[src/sv/surm_pkg.sv]
// Shared types and constants for the serial UART register model.
`timescale 1ns / 1ps

package surm_pkg;

  typedef enum logic [1:0] {
    OP_PERIOD = 2'd0,
    OP_DATA   = 2'd1,
    OP_STATUS = 2'd2,
    OP_TICK   = 2'd3
  } op_t;

  typedef enum logic [1:0] {
    CFG_LINE_LENGTH     = 2'd0,
    CFG_DIRECT_MODE     = 2'd1,
    CFG_OVERRUN_TIMEOUT = 2'd2,
    CFG_NONE            = 2'd3
  } cfg_idx_t;

  typedef enum logic [1:0] {
    ST_IDLE,
    ST_DIV
  } ctrl_state_t;

  localparam int DivSteps = 19;
  localparam int DivCntW  = $clog2(DivSteps);

  localparam logic [7:0]  LineLengthRst     = 8'd227;
  localparam logic [15:0] OverrunTimeoutRst = 16'd250;
  localparam logic [7:0]  PrefixByte        = 8'ha8;
  localparam logic [9:0]  NineBitMark       = 10'h200;
  localparam logic [9:0]  EightBitMark      = 10'h100;

  typedef struct packed {
    logic exec;
    logic start_div;
    logic commit;
  } cmd_t;

  typedef struct packed {
    logic period_change;
    logic div_done;
    logic buf_free;
  } sts_t;

  typedef struct packed {
    logic [15:0] read_data;
    logic        tx_valid;
    logic [7:0]  tx_byte;
    logic        rx_taken;
    logic        irq_tbe;
    logic        irq_rbf;
    logic        last;
  } result_t;

endpackage

[src/sv/surm_div.sv]
// Restoring serial divider, one quotient bit per cycle.
`timescale 1ns / 1ps

module surm_div (
  input  logic        clk,
  input  logic        rst_n,
  input  logic        start,
  input  logic [18:0] num,
  input  logic [7:0]  den,
  output logic        done,
  output logic [18:0] quot
);

  logic                         busy_r, busy_nxt;
  logic                         done_r, done_nxt;
  logic [surm_pkg::DivCntW-1:0] cnt_r, cnt_nxt;
  logic [18:0]                  acc_r, acc_nxt;
  logic [7:0]                   rem_r, rem_nxt;
  logic [8:0]                   rem_sh;
  logic [8:0]                   rem_sub;

  always_comb begin
    rem_sh   = {rem_r, acc_r[18]};
    rem_sub  = rem_sh - {1'b0, den};
    busy_nxt = busy_r;
    done_nxt = 1'b0;
    cnt_nxt  = cnt_r;
    acc_nxt  = acc_r;
    rem_nxt  = rem_r;
    if (start) begin
      busy_nxt = 1'b1;
      cnt_nxt  = '0;
      acc_nxt  = num;
      rem_nxt  = '0;
    end else if (busy_r) begin
      if (rem_sh >= {1'b0, den}) begin
        rem_nxt = rem_sub[7:0];
        acc_nxt = {acc_r[17:0], 1'b1};
      end else begin
        rem_nxt = rem_sh[7:0];
        acc_nxt = {acc_r[17:0], 1'b0};
      end
      cnt_nxt = cnt_r + 1'b1;
      if (cnt_r == surm_pkg::DivCntW'(surm_pkg::DivSteps - 1)) begin
        busy_nxt = 1'b0;
        done_nxt = 1'b1;
      end
    end
  end

  always_ff @(posedge clk) begin
    if (!rst_n) begin
      busy_r <= 1'b0;
      done_r <= 1'b0;
      cnt_r  <= '0;
    end else begin
      busy_r <= busy_nxt;
      done_r <= done_nxt;
      cnt_r  <= cnt_nxt;
    end
  end

  always_ff @(posedge clk) begin
    acc_r <= acc_nxt;
    rem_r <= rem_nxt;
  end

  assign done = done_r;
  assign quot = acc_r;

endmodule

[src/sv/surm_dp.sv]
// Datapath: register set, item execution, period divider and result buffer.
`timescale 1ns / 1ps

module surm_dp (
  input  logic                 clk,
  input  logic                 rst_n,
  input  logic [31:0]          in_tdata,
  input  logic [1:0]           in_tuser,
  input  logic                 cfg_we,
  input  logic [1:0]           cfg_addr,
  input  logic [15:0]          cfg_wdata,
  input  surm_pkg::cmd_t       cmd,
  output surm_pkg::sts_t       sts,
  output logic                 out_tvalid,
  input  logic                 out_tready,
  output logic [31:0]          out_tdata,
  output logic                 out_tlast
);

  surm_pkg::op_t     op;
  surm_pkg::cfg_idx_t cfg_idx;
  logic [15:0] w;
  logic        rv;
  logic [7:0]  rb;
  logic        tr;

  logic [7:0]  line_length_r;
  logic        direct_mode_r;
  logic [15:0] overrun_timeout_r;

  logic [15:0] period_word_r, period_word_nxt;
  logic        nine_bit_r, nine_bit_nxt;
  logic [15:0] period_lines_r, period_lines_nxt;
  logic [15:0] receive_phase_r, receive_phase_nxt;
  logic [15:0] send_phase_r, send_phase_nxt;
  logic [9:0]  tx_holding_r, tx_holding_nxt;
  logic        tx_pending_r, tx_pending_nxt;
  logic        shift_busy_r, shift_busy_nxt;
  logic [9:0]  rx_word_r, rx_word_nxt;
  logic        rx_full_r, rx_full_nxt;
  logic        overrun_flag_r, overrun_flag_nxt;
  logic [7:0]  prefix_held_r, prefix_held_nxt;
  logic [15:0] overrun_timer_r, overrun_timer_nxt;
  logic [15:0] pend_word_r;

  surm_pkg::result_t res0_r, res0_nxt, res1_r, res1_nxt;
  surm_pkg::result_t new0, new1;
  logic [1:0]  cnt_r, cnt_nxt;
  logic [1:0]  new_cnt;
  logic        pop;
  logic        push;

  logic [18:0] num_base;
  logic [18:0] num;
  logic [7:0]  den;
  logic        div_done;
  logic [18:0] quot;
  logic [15:0] lines;

  logic [15:0] rd;
  logic [1:0]  ntx;
  logic [7:0]  txb0, txb1;
  logic        taken, itbe, irbf;
  logic        fire, send_fire, load;
  logic [16:0] rp_inc;
  logic [16:0] sp_inc;

  assign op      = surm_pkg::op_t'(in_tuser);
  assign cfg_idx = surm_pkg::cfg_idx_t'(cfg_addr);
  assign w       = in_tdata[15:0];
  assign rv      = in_tdata[16];
  assign rb      = in_tdata[24:17];
  assign tr      = in_tdata[25];

  // Period divider: ((w & 0x7fff) + 1) * 10 / line_length (taken as 1 when zero)
  assign num_base = {4'b0, w[14:0]} + 19'd1;
  assign num      = (num_base << 3) + (num_base << 1);
  assign den      = (line_length_r == 8'd0) ? 8'd1 : line_length_r;

  surm_div u_div (
    .clk   (clk),
    .rst_n (rst_n),
    .start (cmd.start_div),
    .num   (num),
    .den   (den),
    .done  (div_done),
    .quot  (quot)
  );

  always_comb begin
    if (direct_mode_r || quot == 19'd0) begin
      lines = 16'd1;
    end else if (quot[18:16] != 3'd0) begin
      lines = 16'hffff;
    end else begin
      lines = quot[15:0];
    end
  end

  assign pop  = out_tvalid && out_tready;
  assign push = cmd.exec || cmd.commit;

  assign sts.period_change = (op == surm_pkg::OP_PERIOD) && (w != period_word_r);
  assign sts.div_done      = div_done;
  assign sts.buf_free      = (cnt_r == 2'd0) || (cnt_r == 2'd1 && out_tready);

  always_comb begin
    period_word_nxt   = period_word_r;
    nine_bit_nxt      = nine_bit_r;
    period_lines_nxt  = period_lines_r;
    receive_phase_nxt = receive_phase_r;
    send_phase_nxt    = send_phase_r;
    tx_holding_nxt    = tx_holding_r;
    tx_pending_nxt    = tx_pending_r;
    shift_busy_nxt    = shift_busy_r;
    rx_word_nxt       = rx_word_r;
    rx_full_nxt       = rx_full_r;
    overrun_flag_nxt  = overrun_flag_r;
    prefix_held_nxt   = prefix_held_r;
    overrun_timer_nxt = overrun_timer_r;
    rd        = '0;
    taken     = 1'b0;
    itbe      = 1'b0;
    irbf      = 1'b0;
    fire      = 1'b0;
    send_fire = 1'b0;
    load      = 1'b0;
    rp_inc    = {1'b0, receive_phase_r} + 17'd1;
    sp_inc    = {1'b0, send_phase_r} + 17'd1;

    if (cmd.commit) begin
      period_word_nxt   = pend_word_r;
      nine_bit_nxt      = pend_word_r[15];
      period_lines_nxt  = lines;
      receive_phase_nxt = '0;
      send_phase_nxt    = '0;
    end else if (cmd.exec) begin
      unique case (op)
        surm_pkg::OP_PERIOD: begin
          // unchanged period: nothing to do
        end
        surm_pkg::OP_DATA: begin
          tx_holding_nxt = w[9:0];
          if (w[9:0] != 10'd0) begin
            tx_pending_nxt = 1'b1;
            if (!shift_busy_r) begin
              load = 1'b1;
            end
          end
        end
        surm_pkg::OP_STATUS: begin
          rd = {overrun_flag_r, rx_full_r, !tx_pending_r, !shift_busy_r, 2'b00, rx_word_r};
          overrun_flag_nxt = 1'b0;
          rx_full_nxt      = 1'b0;
        end
        surm_pkg::OP_TICK: begin
          if (overrun_timer_r != 16'd0) begin
            overrun_timer_nxt = overrun_timer_r - 16'd1;
          end
          if (period_lines_r != 16'd0) begin
            if (period_lines_r == 16'd1) begin
              fire = 1'b1;
            end else begin
              receive_phase_nxt = rp_inc[15:0];
              if (rp_inc >= {1'b0, period_lines_r - 16'd1}) begin
                fire              = 1'b1;
                receive_phase_nxt = '0;
              end
            end
            if (fire && rv) begin
              if (rx_full_r) begin
                if (overrun_timer_nxt == 16'd0) begin
                  overrun_flag_nxt = 1'b1;
                  irbf             = 1'b1;
                  taken            = 1'b1;
                end
              end else begin
                taken = 1'b1;
                if (nine_bit_r && prefix_held_r == 8'd0) begin
                  // first byte of a pair; anything but a prefix is dropped
                  prefix_held_nxt = ((rb & 8'hfe) == surm_pkg::PrefixByte) ? rb : 8'd0;
                end else begin
                  if (nine_bit_r) begin
                    rx_word_nxt     = {1'b0, prefix_held_r[0], rb} | surm_pkg::NineBitMark;
                    prefix_held_nxt = 8'd0;
                  end else begin
                    rx_word_nxt = {2'b00, rb} | surm_pkg::EightBitMark;
                  end
                  rx_full_nxt       = 1'b1;
                  overrun_timer_nxt = overrun_timeout_r;
                  irbf              = 1'b1;
                end
              end
            end
            send_phase_nxt = sp_inc[15:0];
            if (sp_inc >= {1'b0, period_lines_r}) begin
              send_phase_nxt = '0;
              send_fire      = 1'b1;
            end
            if (send_fire && (tx_pending_r || shift_busy_r)) begin
              if (shift_busy_r && tr) begin
                shift_busy_nxt = 1'b0;
              end
              if (tx_pending_r && !shift_busy_nxt) begin
                load = 1'b1;
              end
            end
          end
        end
        default: begin
        end
      endcase
    end

    if (load) begin
      shift_busy_nxt = 1'b1;
      tx_pending_nxt = 1'b0;
      itbe           = 1'b1;
    end
  end

  // Result items for this step
  always_comb begin
    txb1 = tx_holding_nxt[7:0];
    if (load && nine_bit_r) begin
      ntx  = 2'd2;
      txb0 = surm_pkg::PrefixByte | {7'd0, tx_holding_nxt[8]};
    end else if (load) begin
      ntx  = 2'd1;
      txb0 = tx_holding_nxt[7:0];
    end else begin
      ntx  = 2'd0;
      txb0 = 8'd0;
    end
    new0 = '0;
    new1 = '0;
    if (ntx == 2'd2) begin
      new0.tx_valid  = 1'b1;
      new0.tx_byte   = txb0;
      new1.read_data = rd;
      new1.tx_valid  = 1'b1;
      new1.tx_byte   = txb1;
      new1.rx_taken  = taken;
      new1.irq_tbe   = itbe;
      new1.irq_rbf   = irbf;
      new1.last      = 1'b1;
      new_cnt        = 2'd2;
    end else begin
      new0.read_data = rd;
      new0.tx_valid  = ntx[0];
      new0.tx_byte   = txb0;
      new0.rx_taken  = taken;
      new0.irq_tbe   = itbe;
      new0.irq_rbf   = irbf;
      new0.last      = 1'b1;
      new_cnt        = 2'd1;
    end
  end

  always_comb begin
    res0_nxt = res0_r;
    res1_nxt = res1_r;
    cnt_nxt  = cnt_r;
    if (push) begin
      res0_nxt = new0;
      res1_nxt = new1;
      cnt_nxt  = new_cnt;
    end else if (pop) begin
      res0_nxt = res1_r;
      cnt_nxt  = cnt_r - 2'd1;
    end
  end

  always_ff @(posedge clk) begin
    if (!rst_n) begin
      line_length_r     <= surm_pkg::LineLengthRst;
      direct_mode_r     <= 1'b0;
      overrun_timeout_r <= surm_pkg::OverrunTimeoutRst;
    end else if (cfg_we) begin
      unique case (cfg_idx)
        surm_pkg::CFG_LINE_LENGTH:     line_length_r     <= cfg_wdata[7:0];
        surm_pkg::CFG_DIRECT_MODE:     direct_mode_r     <= cfg_wdata[0];
        surm_pkg::CFG_OVERRUN_TIMEOUT: overrun_timeout_r <= cfg_wdata;
        surm_pkg::CFG_NONE: begin
        end
        default: begin
        end
      endcase
    end
  end

  always_ff @(posedge clk) begin
    if (!rst_n) begin
      period_word_r   <= '0;
      nine_bit_r      <= 1'b0;
      period_lines_r  <= '0;
      receive_phase_r <= '0;
      send_phase_r    <= '0;
      tx_holding_r    <= '0;
      tx_pending_r    <= 1'b0;
      shift_busy_r    <= 1'b0;
      rx_word_r       <= '0;
      rx_full_r       <= 1'b0;
      overrun_flag_r  <= 1'b0;
      prefix_held_r   <= '0;
      overrun_timer_r <= '0;
      cnt_r           <= '0;
    end else begin
      period_word_r   <= period_word_nxt;
      nine_bit_r      <= nine_bit_nxt;
      period_lines_r  <= period_lines_nxt;
      receive_phase_r <= receive_phase_nxt;
      send_phase_r    <= send_phase_nxt;
      tx_holding_r    <= tx_holding_nxt;
      tx_pending_r    <= tx_pending_nxt;
      shift_busy_r    <= shift_busy_nxt;
      rx_word_r       <= rx_word_nxt;
      rx_full_r       <= rx_full_nxt;
      overrun_flag_r  <= overrun_flag_nxt;
      prefix_held_r   <= prefix_held_nxt;
      overrun_timer_r <= overrun_timer_nxt;
      cnt_r           <= cnt_nxt;
    end
  end

  always_ff @(posedge clk) begin
    res0_r <= res0_nxt;
    res1_r <= res1_nxt;
    if (cmd.start_div) begin
      pend_word_r <= w;
    end
  end

  assign out_tvalid = (cnt_r != 2'd0);
  assign out_tlast  = res0_r.last;
  assign out_tdata  = {4'b0, res0_r.irq_rbf, res0_r.irq_tbe, res0_r.rx_taken,
                       res0_r.tx_byte, res0_r.tx_valid, res0_r.read_data};

endmodule

[config.mk]
export PLATFORM = sky130hd
export DESIGN_NAME = surm_dp
export DESIGN_NICKNAME = d
export VERILOG_FILES = /design/src/sv/surm_pkg.sv /design/src/sv/surm_div.sv /design/src/sv/surm_dp.sv
export SDC_FILE = /design/constraint.sdc
export NUM_CORES = 1
export LEC_CHECK = 0
export BUFFER_PORTS_ARGS = -buffer_cell sky130_fd_sc_hd__buf_2
export CAP_MARGIN = 20
export CELL_PAD_IN_SITES_DETAIL_PLACEMENT = 2
export CELL_PAD_IN_SITES_GLOBAL_PLACEMENT = 2
export CORE_UTILIZATION = 35
export DETAILED_ROUTE_END_ITERATION = 6
export PLACE_DENSITY = 0.74
export SYNTH_ARGS = -nofsm -noshare
export SYNTH_HDL_FRONTEND = slang
export SYNTH_SLANG_ARGS = --single-unit
export TNS_END_PERCENT = 20
[constraint.sdc]
create_clock -name clk -period 3.8 [get_ports clk]
set_input_delay 0.38 -clock clk [delete_from_list [all_inputs] [get_ports clk]]
set_output_delay 0.38 -clock clk [all_outputs]
set_load 0.01 [all_outputs]
=== Yosys cells after proc, flatten, opt, wreduce, memory -nomap -nowiden ===
Index checks and enable logic that the tools add are counted.

* Muxes and demuxes: 99
* Add/sub/neg operators: 9
* Reduce and logical (&&, ||, !) cells: 52
* Order comparisons: 3
* Bitwise logic cells: 6
* Equal/unequal tests: 16

{| class="wikitable"
|+ Operator list
! kind !! count
|-
| 2-to-1 mux 16 bit || 16
|-
| 2-to-1 mux 1 bit || 58
|-
| 2-to-1 mux 29 bit || 2
|-
| 2-to-1 mux 8 bit || 7
|-
| 2-to-1 mux 19 bit || 2
|-
| 2-to-1 mux 9 bit || 4
|-
| adder 16 x 1 -> 17 bit (second input constant) || 2
|-
| greater-or-equal comparator 17 x 16 -> 1 bit || 2
|-
| nonzero test 16 bit || 2
|-
| subtractor 16 x 1 -> 16 bit (second input constant) || 2
|-
| AND reduction 7 bit || 3
|-
| adder 19 x 17 -> 19 bit || 1
|-
| logical NOT 19 bit || 1
|-
| nonzero test 2 bit || 9
|-
| adder 15 x 1 -> 16 bit (second input constant) || 1
|-
| == test 16 x 1 -> 1 bit (second input constant) || 1
|-
| logical NOT 16 bit || 1
|-
| logical NOT 8 bit || 2
|-
| != test 16 bit || 1
|-
| 2-to-1 mux 13 bit || 1
|-
| 2-to-1 mux 10 bit || 1
|-
| AND reduction 5 bit || 2
|-
| nonzero test 10 bit || 1
|-
| greater-or-equal comparator 9 x 8 -> 1 bit || 1
|-
| 23 further kinds || 62
|}

* Flip-flop bits (word level): 247
* Word-level logic and storage cells: 222
* Output and inout bits: 37
* Bits of input ports: 59

=== Logic depth before layout (Yosys ltp) ===
* Depth in word-level cells: 26
* Mapped depth: 17
* Mapped depth without buffers: 15

=== Cells and area by module ===
A second synthesis with hierarchy kept.

* Cell total of the unflattened synthesis: 1419
* Area, all modules: 13206.4 sq um

{| class="wikitable"
|+ By module, submodules not included
! module !! instances !! area an instance (sq um) !! sequential area each (sq um) !! cells an instance
|-
| surm_dp || 1 || 11359.6 || 4834.6 || 1255
|-
| surm_div || 1 || 1846.8 || 870.8 || 164
|}

=== Worst setup path after synthesis ===
Ideal clock, no wire load.

* Path kind: flip-flop to flip-flop
* From: reg period_lines_r[2]
* To: reg overrun_timer_r[5]
* Path slack: -0.194 ns
* Path buffers: 1
* Data required time: 3.669 ns
* Data arrival time: 3.863 ns
* Period minus slack after synthesis: 3.994 ns
* Cell stages (with the launch flop): 16
* Setup time: 0.131 ns
* Cell sequence: dfxtp_1 -> or4_4 -> nor3_4 -> nand2_1 -> or4_1 -> xnor2_1 -> ha_1 -> nand2_1 -> a211o_1 -> a21oi_1 -> o21ai_0 -> a2111oi_4 -> buf_6 -> mux2_1 -> nand2_1 -> a21oi_1

* Longest elaborated chain between the ends: 11
* Elaborated cells on any way between the ends: 13
* Classes of those cells: add/sub (1); order compare (1); eq/ne (1); mux (8); reduce/logical (2)

{| class="wikitable"
|+ Ends and longest elaborated chain
! element !! RTL line !! text
|-
| start, declared || surm_dp.sv:33 || <nowiki>logic [15:0] period_lines_r, period_lines_nxt;</nowiki>
|-
| start signal, assigned || surm_dp.sv:311 || <nowiki>period_lines_r <= period_lines_nxt;</nowiki>
|-
| subtractor 16 x 1 -> 16 bit || surm_dp.sv:165 || <nowiki>if (rp_inc >= {1'b0, period_lines_r - 16'd1}) begin</nowiki>
|-
| greater-or-equal comparator 17 x 16 -> 1 bit || surm_dp.sv:165 ||
|-
| 2-to-1 mux 1 bit || surm_dp.sv:165 ||
|-
| 2-to-1 mux 1 bit || surm_dp.sv:161 || <nowiki>if (period_lines_r == 16'd1) begin</nowiki>
|-
| 2-to-1 mux 1 bit || surm_dp.sv:160 || <nowiki>if (period_lines_r != 16'd0) begin</nowiki>
|-
| 2-to-1 mux 1 bit || surm_dp.sv:138 || <nowiki>unique case (op)</nowiki>
|-
| 2-to-1 mux 1 bit || surm_dp.sv:137 || <nowiki>end else if (cmd.exec) begin</nowiki>
|-
| 2-to-1 mux 1 bit || surm_dp.sv:131 || <nowiki>if (cmd.commit) begin</nowiki>
|-
| logical AND 1 bit || surm_dp.sv:170 || <nowiki>if (fire && rv) begin</nowiki>
|-
| 2-to-1 mux 16 bit || surm_dp.sv:170 ||
|-
| 2-to-1 mux 16 bit (*) || surm_dp.sv:160 ||
|-
| end signal, assigned || surm_dp.sv:321 || <nowiki>overrun_timer_r <= overrun_timer_nxt;</nowiki>
|-
| end, declared || surm_dp.sv:43 || <nowiki>logic [15:0] overrun_timer_r, overrun_timer_nxt;</nowiki>
|}

Every way passes the cells marked *; elsewhere a longest branch is shown, timed or not. The select of a mux whose other input is x is not followed.
A chain may end at the register's enable or synchronous reset.

=== Final worst setup path ===
* From: reg period_lines_r[5]
* To: reg overrun_timer_r[7]

The elaborated chain is that of the path after synthesis.

==> reports/results.txt <==
Top cells by area, synth: dfxtp_1 24%, edfxtp_1 21%, ha_1 6.5%, xnor2_1 4.5%, nand2_1 4.2%
Total gr overflow: 0
Fin crit period: 3930 ps
TritonCTS clock tree: done
Antenna Cells: 0
Worst Max-Slew Pin Slew: 1050 ps
Min-Delay Endpoint: overrun_timeout_r[10]
Count leader, synth: dfxtp_1
CTS Buffer Depth: 3
Hold WS: 48.3 ps
Max cap viols: 0
Vert. Die Dim: 193 um
Yosys Warn Count: 0
Detailed Route WL: 39800 um
Vias per cell: 5.35
1st-iter DRT viols: 442
Final nets: 1649
FF+latch count, synth: 241
Routed WL per cell: 19.8 um
DR pass1 iterations: 7
Req. time, crit path: 4240 ps
Final worst-path cycle share: 1.03
Worst Hold Class: input pin to flop
WP data arrival: 4370 ps
Crit start category: flop
Antenna violations before repair: 1
Ys flop type: dfxtp_1
Hold path cells: 3
Mapped cell area: 12800 sq um
Final Max Slew Viols: 0
DP Worst Slack: -137 ps
EDFF count, synth: 88
Vias in the first global route: 11811
Reg2Reg Capture Point: overrun_timer_r[7]
Mapped Cells: 1375
Status: complete, but fails checks
CTS sink count: 241
Io pins: 96
Buffers added on ports: 83
Core area: 35800 sq um
DRC violations left: 10
Post-Route Skew: 17.0 ps
Crit path max fanout: 16
Initial Utilization: 0.358
CTS clk-pin slew, worst paths: 60 ps
Detailed Place HPWL: 28300 um
Worst path cell trace: or4_4 > nor3_4 > nand2_1 > or4_4 > xnor2_2 > ha_1 > nand2_1 > a211o_1 > a21oi_2 > o21ai_4 > a2111oi_4 > buf_12 > mux2_2 > a22oi_2 > nor2_1
Critical path endpoint category: flop
Root Driver: clkbuf_16
Area leader, netlist: dfxtp_1
Clk Latency, worst-skew pair: 570 ps
CP peak stage delay: 560 ps
Routed Antenna Nets: 0
Reg area: 5710 sq um
# setup viols final: 9
Netlist cell types: 83
Total Routing Usage GR: 0.214
Filler Cells Inserted: 3869
Hold_sp: cfg_wdata[10]
Die area: 37400 sq um
F_max: 0.254 GHz
Multi-input gate area in the final layout: 6740 sq um
Worst Setup Path Type: flop to flop
Fin. Hold Viols: 0
Syn Area/Cell: 9.32 sq um
R2R Setup Slk: -130 ps
Power per Cell Area: 442 nW/um^2
Row count: 69
Via count: 10740
Largest net degree at the start of global routing: 47
Max VDD drop: 0.000334 V
Max-Slew Margin vs Limit: 0.296
Failing checks: design-rule violations, negative setup slack
Leak: 6.18 nW
R2r worst-path depth: 15
H-tree lvl count: 1
Area Growth Syn to Fin: 19.2%
Num CTS Buffers: 30
Ys async rst share: 0
Top-area cell type share of the netlist area: 0.239
Gpl congestion: 0.831
Slowest-stage cell, CP: or4_4
Share of layout cells above drive strength 1: 0.176
Reg-to-Reg Start: period_lines_r[5]
Seq/Total Area, Yosys: 0.445
Commonest cells post-synth: 153 x dfxtp_1, 145 x nand2_1, 143 x nor2_1
First-pass GRT wire length: 64900 um
Final worst slack: -132 ps
RSZ-0062 raised after global routing: yes
Die Wd: 193 um
critical path, delay by kind of cell (launching register included):
| family | cells | cell delay [ps] |
|---|---|---|
| DFF | 1 | 310 |
| buffers and inverters | 1 | 210 |
| xor gates and xnor gates | 1 | 150 |
| and+or+nand+nor | 6 | 1400 |
| AOI/OAI and AO/OA | 5 | 1070 |
| muxes | 1 | 360 |
| adders and majority gates | 1 | 270 |
through the flow:
stage                     TNS, ps  instances  utilization  instance area, sq um  power, mW
after floorplan             -6.17       1394            -                 12900       3.51
after global placement      -14.0       1948        0.395                 14200       3.78
after detailed placement     -936       1948        0.395                 14200       3.83
after CTS                   -1050       2005        0.424                 15200       6.82
after global routing        -5430       2006        0.426                 15300       7.02
final                        -888       2006        0.426                 15300       6.75
how the worst max path moves through the flow:
stage	start	endpoint	slack, ps
floorplan	period_lines_r[3]	overrun_timer_r[5]	-6
detailed placement	period_lines_r[5]	overrun_timer_r[12]	-140
global placement	period_lines_r[5]	overrun_timer_r[12]	-8
global route	period_lines_r[5]	overrun_timer_r[5]	-300
CTS	period_lines_r[5]	overrun_timer_r[11]	-140
finish	period_lines_r[5]	overrun_timer_r[7]	-130
area by class of cell:
| class | count | share of cell area |
|---|---|---|
| clock buffer | 41 | 0.0539 |
| clock inverter | 15 | 0.0122 |
| inverter | 54 | 0.0133 |
| multi-input combinational | 1031 | 0.442 |
| sequential | 241 | 0.374 |
| tap | 461 | 0.0378 |
| timing repair buffer | 163 | 0.0678 |
power by group:
part           switching [mW]  internal (mW)
logic                   0.496          0.351
clock network            1.17           1.78
registers               0.108           2.84
routing by layer:
layer / track usage / up-vias / part of all wire
li1: - / 5176 / -
met1: 0.280 / 5371 / 0.47
met2: 0.375 / 139 / 0.48
met3: 0.0230 / 54 / 0.028
met4: 0.0513 / 0 / 0.020
met5: 0 / - / 0
timing repair:
| action | 4_1_cts | 5_1_grt |
|---|---|---|
| hold buffers | 0 | 0 |
| pin swaps | 1 | 1 |
| cloned | 0 | 0 |
| resized for setup | 7 | 13 |
| endpoints found under the setup margin | 15 | 58 |
| buffers inserted | 1 | 1 |
cell usage in the layout, fill, tap and decap left out, drive strengths merged, types with 10 or more instances in the layout:
master,instances
xor2,25
and2,13
o22ai,14
a21oi,94
and3,22
a22o,11
ha,67
a22oi,14
inv,55
clkbuf,41
nor4,18
nand3b,12
conb,20
nor3,34
dfxtp,153
buf,163
nand4,20
nor2b,12
xnor2,66
a21o,15
edfxtp,88
a211oi,14
mux2,23
nand2,146
o21ai,59
nand2b,10
nand3,49
nor2,143
mux2i,35
cells by family (layout without fill, tap and decap cells):
group / count (synthesis) / after routing / share of synthesized area
xor+xnor: 91 / 91 / 0.0622
simple gates: 516 / 516 / 0.195
mux: 58 / 58 / 0.0475
other cells: 1 / 20 / 0.000293
buf+inv: 122 / 273 / 0.0431
compound gates: 277 / 277 / 0.138
fa+ha+maj: 69 / 69 / 0.0685
flops: 241 / 241 / 0.445
Power figures use the tool's default switching activity.
